--- config.mk ---
export PLATFORM = sky130hd
export DESIGN_NAME = rssi_burst_detector
export DESIGN_NICKNAME = d
export VERILOG_FILES = /design/src/rbd_pkg.sv /design/src/rbd_front.sv /design/src/rbd_fifo.sv /design/src/rbd_back.sv /design/src/rssi_burst_detector.sv
export SDC_FILE = /design/constraint.sdc
export NUM_CORES = 2
export LEC_CHECK = 0
export ABC_AREA = 1
export BUFFER_PORTS_ARGS = -buffer_cell sky130_fd_sc_hd__clkbuf_2
export CAP_MARGIN = 40
export CORE_MARGIN = 1.5
export CORE_UTILIZATION = 48
export DETAILED_ROUTE_END_ITERATION = 6
export PLACE_DENSITY = 0.71
export SETUP_SLACK_MARGIN = 0.1
export SLEW_MARGIN = 15
export SYNTH_ARGS = -nofsm -noshare
export SYNTH_HDL_FRONTEND = slang
export SYNTH_SLANG_ARGS = --single-unit
--- constraint.sdc ---
create_clock -name clk -period 30.5 [get_ports clk]
set_clock_uncertainty 0.15 [all_clocks]
set_input_delay 3.05 -clock clk [delete_from_list [all_inputs] [get_ports clk]]
set_output_delay 3.05 -clock clk [all_outputs]
set_load 0.1 [all_outputs]
--- src/rbd_pkg.sv ---
// Shared types and constants for the RSSI burst detector.
// Used by rbd_front, rbd_fifo, rbd_back and rssi_burst_detector.
`timescale 1ns / 1ps
`default_nettype none

package rbd_pkg;

	localparam logic [7:0]  INVALID_RSSI = 8'd127;
	localparam logic [15:0] LEN_SAT      = 16'hFFFF;
	localparam logic [9:0]  US_PER_MS    = 10'd1000;

	// Input item modes.
	localparam logic [1:0] MODE_START  = 2'd0;
	localparam logic [1:0] MODE_SAMPLE = 2'd1;
	localparam logic [1:0] MODE_FINISH = 2'd2;

	// Configuration register indexes.
	localparam logic [2:0] REG_NOISE_FLOOR   = 3'd0;
	localparam logic [2:0] REG_FLOOR_DEFAULT = 3'd1;
	localparam logic [2:0] REG_FLOOR_MIN     = 3'd2;
	localparam logic [2:0] REG_FLOOR_MAX     = 3'd3;
	localparam logic [2:0] REG_SIGNAL_MARGIN = 3'd4;
	localparam logic [2:0] REG_WINDOW_MS     = 3'd5;
	localparam logic [2:0] REG_MAX_BURSTS    = 3'd6;

	// Result kinds.
	localparam logic KIND_RECORD  = 1'b0;
	localparam logic KIND_SUMMARY = 1'b1;

	// One queue entry: the results caused by one input item.
	typedef struct packed {
		logic        has_rec;
		logic        has_sum;
		logic [31:0] rec_start;
		logic [15:0] rec_len;
		logic [7:0]  rec_peak;
		logic [31:0] win_len;
		logic [31:0] on_time;
		logic [15:0] count;
		logic [15:0] dropped;
		logic [6:0]  floor_val;
		logic [7:0]  win_peak;
	} rbd_entry_t;

endpackage

`default_nettype wire

--- src/rbd_front.sv ---
// Front part of the burst detector: configuration registers, window state and
// per-item classification. Pushes one entry per item that causes results.
// Depends on rbd_pkg.
`timescale 1ns / 1ps
`default_nettype none

module rbd_front (
	input  wire logic               clk,
	input  wire logic               arst_n,
	input  wire logic               cfg_we,
	input  wire logic [2:0]         cfg_index,
	input  wire logic [22:0]        cfg_data,
	input  wire logic               item_valid,
	output logic                    item_stall,
	input  wire logic [1:0]         mode,
	input  wire logic [6:0]         rssi,
	input  wire logic [31:0]        time_us,
	input  wire logic               full,
	output logic                    push,
	output rbd_pkg::rbd_entry_t     push_entry
);
	import rbd_pkg::*;

	logic [6:0]  noise_floor_q, floor_default_q, floor_min_q, floor_max_q, signal_margin_q;
	logic [22:0] win_ms_q;
	logic [15:0] rec_limit_q;
	logic [31:0] deadline_q;

	logic        window_open_q;
	logic [31:0] window_start_q, latest_time_q, burst_begin_q, on_sum_q;
	logic [6:0]  threshold_q, floor_latched_q;
	logic        burst_on_q;
	logic [7:0]  burst_strongest_q, overall_strongest_q;
	logic [15:0] recorded_q, overflowed_q;

	logic        accept, is_sample, is_finish, win_step, start_ok;
	logic [32:0] deadline_prod;
	logic [31:0] deadline_new;
	logic [6:0]  floor_sel, thr_sel;
	logic [7:0]  v8, bs_mid, ov_mid;
	logic        active, ib_mid, end_w, close, rec;
	logic [31:0] bb_mid, t_now, elapsed, blen, on_next;
	logic [15:0] recorded_next, overflowed_next;

	assign item_stall = full;
	assign accept     = item_valid && !full;
	assign is_sample  = (mode == MODE_SAMPLE);
	assign is_finish  = (mode == MODE_FINISH);
	assign win_step   = accept && window_open_q && (is_sample || is_finish);
	assign start_ok   = (rec_limit_q != 16'd0) && (win_ms_q != 23'd0);

	// The deadline is formed once per window length write; the product fits in 33 bits.
	assign deadline_prod = {10'd0, cfg_data} * {23'd0, US_PER_MS};
	assign deadline_new  = deadline_prod[32] ? 32'hFFFF_FFFF : deadline_prod[31:0];

	assign floor_sel = (noise_floor_q < floor_min_q || noise_floor_q > floor_max_q)
		? floor_default_q : noise_floor_q;
	assign thr_sel   = (floor_sel > signal_margin_q) ? floor_sel - signal_margin_q : 7'd0;

	// State as it stands after the sample update, before any burst is closed.
	assign v8     = {1'b0, rssi};
	assign active = is_sample && (rssi <= threshold_q);
	assign ib_mid = active ? 1'b1 : burst_on_q;
	assign bb_mid = (active && !burst_on_q) ? time_us : burst_begin_q;
	always_comb begin
		bs_mid = burst_strongest_q;
		if (active) begin
			if (!burst_on_q || v8 < burst_strongest_q)
				bs_mid = v8;
		end
	end
	assign ov_mid = (is_sample && v8 < overall_strongest_q) ? v8 : overall_strongest_q;

	assign t_now   = is_sample ? time_us : latest_time_q;
	assign elapsed = t_now - window_start_q;
	assign end_w   = is_sample ? (elapsed >= deadline_q) : 1'b1;

	// A burst closes on an inactive sample or when the window ends.
	assign close = ib_mid && (end_w || !active);
	assign blen  = t_now - bb_mid;
	assign rec   = close && (recorded_q < rec_limit_q);

	assign on_next         = on_sum_q + (close ? blen : 32'd0);
	assign recorded_next   = recorded_q + {15'd0, rec};
	assign overflowed_next = (close && !rec && overflowed_q != LEN_SAT)
		? overflowed_q + 16'd1 : overflowed_q;

	assign push = win_step && (rec || end_w);

	always_comb begin
		push_entry.has_rec   = rec;
		push_entry.has_sum   = end_w;
		push_entry.rec_start = bb_mid - window_start_q;
		push_entry.rec_len   = (blen[31:16] != 16'd0) ? LEN_SAT : blen[15:0];
		push_entry.rec_peak  = bs_mid;
		push_entry.win_len   = elapsed;
		push_entry.on_time   = on_next;
		push_entry.count     = recorded_next;
		push_entry.dropped   = overflowed_next;
		push_entry.floor_val = floor_latched_q;
		push_entry.win_peak  = ov_mid;
	end

	always_ff @(posedge clk or negedge arst_n) begin
		if (!arst_n) begin
			noise_floor_q   <= 7'd90;
			floor_default_q <= 7'd90;
			floor_min_q     <= 7'd0;
			floor_max_q     <= 7'd127;
			signal_margin_q <= 7'd10;
			win_ms_q        <= 23'd1000;
			rec_limit_q     <= 16'd64;
			deadline_q      <= 32'd1_000_000;
		end else if (cfg_we) begin
			unique case (cfg_index)
				REG_NOISE_FLOOR:   noise_floor_q   <= cfg_data[6:0];
				REG_FLOOR_DEFAULT: floor_default_q <= cfg_data[6:0];
				REG_FLOOR_MIN:     floor_min_q     <= cfg_data[6:0];
				REG_FLOOR_MAX:     floor_max_q     <= cfg_data[6:0];
				REG_SIGNAL_MARGIN: signal_margin_q <= cfg_data[6:0];
				REG_WINDOW_MS: begin
					win_ms_q   <= cfg_data;
					deadline_q <= deadline_new;
				end
				REG_MAX_BURSTS:    rec_limit_q     <= cfg_data[15:0];
				default: ;
			endcase
		end
	end

	always_ff @(posedge clk or negedge arst_n) begin
		if (!arst_n) begin
			window_open_q       <= 1'b0;
			window_start_q      <= 32'd0;
			latest_time_q       <= 32'd0;
			threshold_q         <= 7'd0;
			floor_latched_q     <= 7'd0;
			burst_on_q          <= 1'b0;
			burst_begin_q       <= 32'd0;
			burst_strongest_q   <= INVALID_RSSI;
			overall_strongest_q <= INVALID_RSSI;
			recorded_q          <= 16'd0;
			overflowed_q        <= 16'd0;
			on_sum_q            <= 32'd0;
		end else if (accept && mode == MODE_START) begin
			window_open_q <= start_ok;
			if (start_ok) begin
				floor_latched_q     <= floor_sel;
				threshold_q         <= thr_sel;
				window_start_q      <= time_us;
				latest_time_q       <= time_us;
				burst_on_q          <= 1'b0;
				burst_begin_q       <= 32'd0;
				burst_strongest_q   <= INVALID_RSSI;
				overall_strongest_q <= INVALID_RSSI;
				recorded_q          <= 16'd0;
				overflowed_q        <= 16'd0;
				on_sum_q            <= 32'd0;
			end
		end else if (win_step) begin
			window_open_q       <= !end_w;
			latest_time_q       <= t_now;
			burst_on_q          <= ib_mid && !close;
			burst_begin_q       <= bb_mid;
			burst_strongest_q   <= bs_mid;
			overall_strongest_q <= ov_mid;
			recorded_q          <= recorded_next;
			overflowed_q        <= overflowed_next;
			on_sum_q            <= on_next;
		end
	end

endmodule

`default_nettype wire

--- src/rbd_fifo.sv ---
// Short queue of result entries between the front and back parts.
// Depends on rbd_pkg.
`timescale 1ns / 1ps
`default_nettype none

module rbd_fifo #(
	parameter int DEPTH = 4
) (
	input  wire logic                clk,
	input  wire logic                arst_n,
	input  wire logic                push,
	input  wire rbd_pkg::rbd_entry_t push_data,
	output logic                     full,
	input  wire logic                pop,
	output rbd_pkg::rbd_entry_t      pop_data,
	output logic                     empty
);
	import rbd_pkg::*;

	localparam int PW = (DEPTH > 1) ? $clog2(DEPTH) : 1;
	localparam int CW = $clog2(DEPTH + 1);
	localparam logic [PW-1:0] LAST_PTR = PW'(DEPTH - 1);
	localparam logic [CW-1:0] FULL_CNT = CW'(DEPTH);

	rbd_entry_t    mem_q [DEPTH];
	logic [PW-1:0] wr_ptr_q, rd_ptr_q;
	logic [CW-1:0] count_q;
	logic          do_push, do_pop;

	assign full     = (count_q == FULL_CNT);
	assign empty    = (count_q == '0);
	assign do_push  = push && !full;
	assign do_pop   = pop && !empty;
	assign pop_data = mem_q[rd_ptr_q];

	always_ff @(posedge clk) begin
		if (do_push)
			mem_q[wr_ptr_q] <= push_data;
	end

	always_ff @(posedge clk or negedge arst_n) begin
		if (!arst_n) begin
			wr_ptr_q <= '0;
			rd_ptr_q <= '0;
			count_q  <= '0;
		end else begin
			if (do_push)
				wr_ptr_q <= (wr_ptr_q == LAST_PTR) ? '0 : wr_ptr_q + PW'(1);
			if (do_pop)
				rd_ptr_q <= (rd_ptr_q == LAST_PTR) ? '0 : rd_ptr_q + PW'(1);
			if (do_push && !do_pop)
				count_q <= count_q + CW'(1);
			else if (do_pop && !do_push)
				count_q <= count_q - CW'(1);
		end
	end

endmodule

`default_nettype wire

--- src/rbd_back.sv ---
// Back part of the burst detector: expands each queue entry into its burst
// record, its window summary or both, and holds them in the output register.
// Depends on rbd_pkg.
`timescale 1ns / 1ps
`default_nettype none

module rbd_back (
	input  wire logic               clk,
	input  wire logic               arst_n,
	input  wire rbd_pkg::rbd_entry_t head,
	input  wire logic               empty,
	output logic                    pop,
	output logic                    res_valid,
	input  wire logic               res_stall,
	output logic                    kind,
	output logic [31:0]             rec_offset_us,
	output logic [15:0]             burst_len_us,
	output logic [7:0]              rec_peak_rssi,
	output logic [31:0]             window_len_us,
	output logic [31:0]             on_time_us,
	output logic [15:0]             burst_count,
	output logic [15:0]             dropped_count,
	output logic [6:0]              floor_used,
	output logic [7:0]              window_peak,
	output logic                    last
);
	import rbd_pkg::*;

	logic        valid_q, rec_done_q;
	logic        kind_q, last_q;
	logic [31:0] start_q, wlen_q, on_q;
	logic [15:0] len_q, count_q, dropped_q;
	logic [7:0]  peak_q, wpeak_q;
	logic [6:0]  floor_q;
	logic        load, show_rec;

	// The output register takes a new request when it is empty or being taken.
	assign load     = !empty && (!valid_q || !res_stall);
	assign show_rec = head.has_rec && !rec_done_q;
	assign pop      = load && !(show_rec && head.has_sum);

	always_ff @(posedge clk or negedge arst_n) begin
		if (!arst_n) begin
			valid_q    <= 1'b0;
			rec_done_q <= 1'b0;
		end else begin
			if (load)
				valid_q <= 1'b1;
			else if (!res_stall)
				valid_q <= 1'b0;
			if (load)
				rec_done_q <= show_rec && head.has_sum;
		end
	end

	always_ff @(posedge clk) begin
		if (load) begin
			if (show_rec) begin
				kind_q    <= KIND_RECORD;
				start_q   <= head.rec_start;
				len_q     <= head.rec_len;
				peak_q    <= head.rec_peak;
				wlen_q    <= 32'd0;
				on_q      <= 32'd0;
				count_q   <= 16'd0;
				dropped_q <= 16'd0;
				floor_q   <= 7'd0;
				wpeak_q   <= 8'd0;
				last_q    <= !head.has_sum;
			end else begin
				kind_q    <= KIND_SUMMARY;
				start_q   <= 32'd0;
				len_q     <= 16'd0;
				peak_q    <= 8'd0;
				wlen_q    <= head.win_len;
				on_q      <= head.on_time;
				count_q   <= head.count;
				dropped_q <= head.dropped;
				floor_q   <= head.floor_val;
				wpeak_q   <= head.win_peak;
				last_q    <= 1'b1;
			end
		end
	end

	assign res_valid      = valid_q;
	assign kind           = kind_q;
	assign rec_offset_us  = start_q;
	assign burst_len_us   = len_q;
	assign rec_peak_rssi  = peak_q;
	assign window_len_us  = wlen_q;
	assign on_time_us     = on_q;
	assign burst_count    = count_q;
	assign dropped_count  = dropped_q;
	assign floor_used     = floor_q;
	assign window_peak    = wpeak_q;
	assign last           = last_q;

endmodule

`default_nettype wire

--- src/rssi_burst_detector.sv ---
// RSSI burst detector: a start item opens an observation window, samples at or
// below the threshold form bursts, and each closed burst yields a record up to
// the burst limit while the window yields a summary at its end. The front part
// takes one input item per cycle while the QUEUE_DEPTH-entry result queue has
// room; an item's first result enters the queue on acceptance and then moves to
// the output register, which hands out one result per cycle while res_stall is
// low, so an item with both a record and a summary holds it for both in turn;
// the queue depth sets how many such items can be absorbed while res_stall is
// high. Configuration is written through cfg_we/cfg_index/cfg_data; the user
// must write it only while idle, as the block itself does not enforce this.
// Depends on rbd_pkg, rbd_front, rbd_fifo and rbd_back.
`timescale 1ns / 1ps
`default_nettype none

module rssi_burst_detector #(
	parameter int QUEUE_DEPTH = 4
) (
	input  wire logic        clk,
	input  wire logic        arst_n,
	input  wire logic        cfg_we,
	input  wire logic [2:0]  cfg_index,
	input  wire logic [22:0] cfg_data,
	input  wire logic        item_valid,
	output logic             item_stall,
	input  wire logic [1:0]  mode,
	input  wire logic [6:0]  rssi,
	input  wire logic [31:0] time_us,
	output logic             res_valid,
	input  wire logic        res_stall,
	output logic             kind,
	output logic [31:0]      rec_offset_us,
	output logic [15:0]      burst_len_us,
	output logic [7:0]       rec_peak_rssi,
	output logic [31:0]      window_len_us,
	output logic [31:0]      on_time_us,
	output logic [15:0]      burst_count,
	output logic [15:0]      dropped_count,
	output logic [6:0]       floor_used,
	output logic [7:0]       window_peak,
	output logic             last
);
	import rbd_pkg::*;

	rbd_entry_t push_entry, head;
	logic       push, full, pop, empty;

	rbd_front u_front (
		.clk        (clk),
		.arst_n     (arst_n),
		.cfg_we     (cfg_we),
		.cfg_index  (cfg_index),
		.cfg_data   (cfg_data),
		.item_valid (item_valid),
		.item_stall (item_stall),
		.mode       (mode),
		.rssi       (rssi),
		.time_us    (time_us),
		.full       (full),
		.push       (push),
		.push_entry (push_entry)
	);

	rbd_fifo #(
		.DEPTH (QUEUE_DEPTH)
	) u_fifo (
		.clk       (clk),
		.arst_n    (arst_n),
		.push      (push),
		.push_data (push_entry),
		.full      (full),
		.pop       (pop),
		.pop_data  (head),
		.empty     (empty)
	);

	rbd_back u_back (
		.clk            (clk),
		.arst_n         (arst_n),
		.head           (head),
		.empty          (empty),
		.pop            (pop),
		.res_valid      (res_valid),
		.res_stall      (res_stall),
		.kind           (kind),
		.rec_offset_us  (rec_offset_us),
		.burst_len_us   (burst_len_us),
		.rec_peak_rssi  (rec_peak_rssi),
		.window_len_us  (window_len_us),
		.on_time_us     (on_time_us),
		.burst_count    (burst_count),
		.dropped_count  (dropped_count),
		.floor_used     (floor_used),
		.window_peak    (window_peak),
		.last           (last)
	);

endmodule

`default_nettype wire
==> flow_metrics.tcl <==
set metrics [dict create \
    final_cell_area_um2 65100 \
    ioPinCount 243 \
    die_height_um 350 \
    cts_setup_buffers 0 \
    synth_largest_area_cell "edfxtp_1" \
    clock-root-buffer "clkbuf_16" \
    setup_violations 0 \
    postSynthNetCount 6231 \
    fmax_mhz 90.5 \
    cts_tree "yes" \
    placedCellCount 7476 \
    slew_headroom_pct 38.5 \
    dieArea_um2 123000 \
    cpPeakStageDelay_ns 0.68 \
    grt_max_degree 138 \
    yosys-top-cells-area "edfxtp_1 44%, dfrtp_1 11%, o21ai_0 6.6%" \
    place_hpwl_um 105000 \
    start_util_pct 48.4 \
    drv_cap 0 \
    drive_gt1_share_pct 9.72 \
    period_share_pct 36.2 \
    grt_pass1_vias 41200 \
    critPathKind "in2reg" \
    tns_ns 0 \
    rsz0062_at_grt "no" \
    reg2reg_from "u_front.latest_time_q[2]" \
    gp_congestion 0.954 \
    grt_overflow 0 \
    r2r-end "u_fifo.mem_q[1][122]" \
    htreeDepth 3 \
    grt_util_all_layers_pct 24.7 \
    critPathMaxFanout 71 \
    wire_per_inst_um 19.6 \
    drv_slew 0 \
    yosys.area.top_type_share_pct 43.8 \
    cts_buffers 117 \
    ys_ff_latch 1150 \
    hp-class "reg2reg" \
    core_region_area_um2 120000 \
    crit_buf_inv 8 \
    ant_nets 0 \
    hold_end "u_front.deadline_q[14]" \
    post_cts_resized 0 \
    hold_depth 2 \
    syn_inst 5783 \
    end_kind "flip-flop" \
    busiest_layer "met2" \
    synth_edf_count 845 \
    drtPass1Iterations 7 \
    worstMarginPinSlew_ns 0.923 \
    clock_latency_ns 0.79 \
    place_area_um2 61100 \
    regToRegSetupSlack_ns 22.38 \
    cts.sinks 1150 \
    port_buffers 242 \
    fin_crit_ns 11.05 \
    arrival_ns 11.31 \
    critPathTopFamily "buffers and inverters" \
    final_cell_count_no_fill 7707 \
    async_flop_share_pct 26.5 \
    synthFlopType "edfxtp_1" \
    status "complete, but fails checks" \
    die_x_um 350 \
    ys_seq_area_share_pct 57.0 \
    synth_area_um2 58000 \
    route.detailed.drc 2 \
    drtIter0Drc 3832 \
    reg2reg_depth 26 \
    required_ns 30.75 \
    slowest_stage "buf_4" \
    use_met1_pct 35.5 \
    synth_cell_type_count 60 \
    via_per_inst 5.50 \
    finalHoldViolCount 0 \
    met3_usage_pct 4.00 \
    wl_um 151000 \
    grt_pass1_wl_um 235000 \
    min_from "u_front.deadline_q[14]" \
    hold_buffers 0 \
    avgSynthCellArea_um2 10.0 \
    core.rowCount 127 \
    antenna_found_initial 2 \
    syn2layout_area_growth_pct 12.3 \
    cts.clk_slew.worst_paths_ns 0.06 \
    grt_util_met2_pct 38.5 \
    num_vias 42400 \
    cts_buffer_depth 3 \
    violations "DRC" \
    yosysWarnings 0 \
    num-nets-final 6436 \
    start_kind "input port" \
]
[routing by layer]
layer  share of wire, %  vias to the layer above
met2                 45                     1446
li1                   -                    20100
met5             0.0066                        -
met3                7.3                      223
met4                2.6                        2
met1                 45                    20700
[how the worst max path moves through the flow]
stage / start / endpoint / slack, ns / cells past startpoint
2_1_floorplan: mode[1] / u_fifo.mem_q[0][0] / 15.72 / 26
3_3_place_gp: mode[1] / u_fifo.mem_q[1][122] / 18.33 / 28
3_5_place_dp: mode[1] / u_fifo.mem_q[1][122] / 18.60 / 28
4_1_cts: mode[1] / u_fifo.mem_q[1][122] / 19.40 / 28
5_1_grt: mode[1] / u_fifo.mem_q[1][48] / 19.04 / 29
6_report: mode[1] / u_fifo.mem_q[1][122] / 19.45 / 29
[cell families after synthesis]
family / after synthesis / synth area share (%)
xor+xnor: 169 / 2.55
fa+ha+maj: 376 / 9.26
simple gates: 1883 / 13.0
compound gates: 1319 / 12.3
buf+inv: 885 / 5.83
mux: 1 / 0.0194
flops: 1150 / 57.0
[sequential cells by signal, summed over array words and instances, names as in the netlist, 16 cells and up]
register                cells
u_back.burst_count         16
u_back.burst_len_us        16
u_back.dropped_count       16
u_back.on_time_us          32
u_back.rec_offset_us       32
u_back.window_len_us       32
u_fifo.mem_q              676
u_front.burst_begin_q      32
u_front.deadline_q         30
u_front.latest_time_q      32
u_front.on_sum_q           32
u_front.overflowed_q       16
u_front.rec_limit_q        16
u_front.recorded_q         16
u_front.win_ms_q           23
u_front.window_start_q     32
[worst reg2reg max path: stages, from the launching register on]
cell,delay [ns]
dfrtp_1,0.36
inv_1,0.10
o21ai_0,0.17
ha_1,0.45
nand2_1,0.06
o21ai_0,0.29
a21oi_1,0.23
o21bai_1,0.35
a31oi_1,0.21
o21ai_0,0.40
a21oi_1,0.14
xnor2_1,0.59
ha_1,0.24
nand2_1,0.07
inv_1,0.05
nand4_1,0.09
nor2_1,0.16
nand2_1,0.16
nand3_2,0.12
nand2_2,0.38
o21bai_1,0.31
nand2_1,0.28
nor2_4,0.47
buf_4,0.62
buf_4,0.68
buf_4,0.28
buf_16,0.28
[final cells by class]
class,instances,area [µm²]
clock buffer,154,3210
fill,10500,54700
sequential,1150,33100
multi-input combinational,3748,21600
inverter,666,2520
tap,1612,2020
timing repair buffer,305,2070
clock inverter,70,636
antenna,2,5.00
[cell usage after synthesis (all sizes together), types with 108 or more instances]
| cell | count |
|---|---|
| a21oi | 287 |
| ha | 288 |
| nand2 | 985 |
| o22ai | 134 |
| dfrtp | 260 |
| xor2 | 108 |
| o21ai | 780 |
| nor2 | 671 |
| edfxtp | 845 |
| nand3 | 120 |
| inv | 664 |
| clkbuf | 174 |
[metrics by stage]
stage                     setup slack [ns]  util (%)  hold slack (ns)
after floorplan                      15.72         -            0.293
after global placement               18.33      50.7            0.305
after detailed placement             18.60      51.0            0.309
after CTS                            19.40      54.2            0.323
after global routing                 19.04      54.3            0.344
final                                19.45      54.3            0.321
[cells in the final DEF, fill, tap and decap left out, types with 7 or more instances in the layout]
cell,netlist,final
edfxtp_1,845,845
a21o_1,17,17
o21ai_2,11,11
nor3_1,36,36
clkinv_4,0,7
fa_1,88,88
o211ai_1,11,11
inv_2,8,9
buf_4,1,37
clkbuf_8,0,10
clkbuf_1,174,25
nand3_1,116,115
clkinv_1,2,19
nor2_4,2,8
nand4_1,40,40
o21ai_0,760,760
a21boi_0,9,9
nor2_1,668,661
xnor2_1,61,61
dfstp_2,45,45
a31oi_1,13,13
o21bai_1,17,17
ha_1,288,287
buf_12,0,8
clkbuf_16,0,119
nor4_1,17,17
inv_1,656,653
o21ai_1,9,9
nand2_1,979,977
xor2_1,108,108
clkbuf_2,0,241
o21a_1,14,14
clkinv_2,0,25
dfrtp_1,260,258
nand2_2,6,7
buf_16,0,14
o22ai_1,134,134
a21oi_1,285,285
a22o_1,15,15
Power is left out: the tool's default activity adds up to more than one toggle a clock period on the data nets, which glitch-free logic cannot reach.
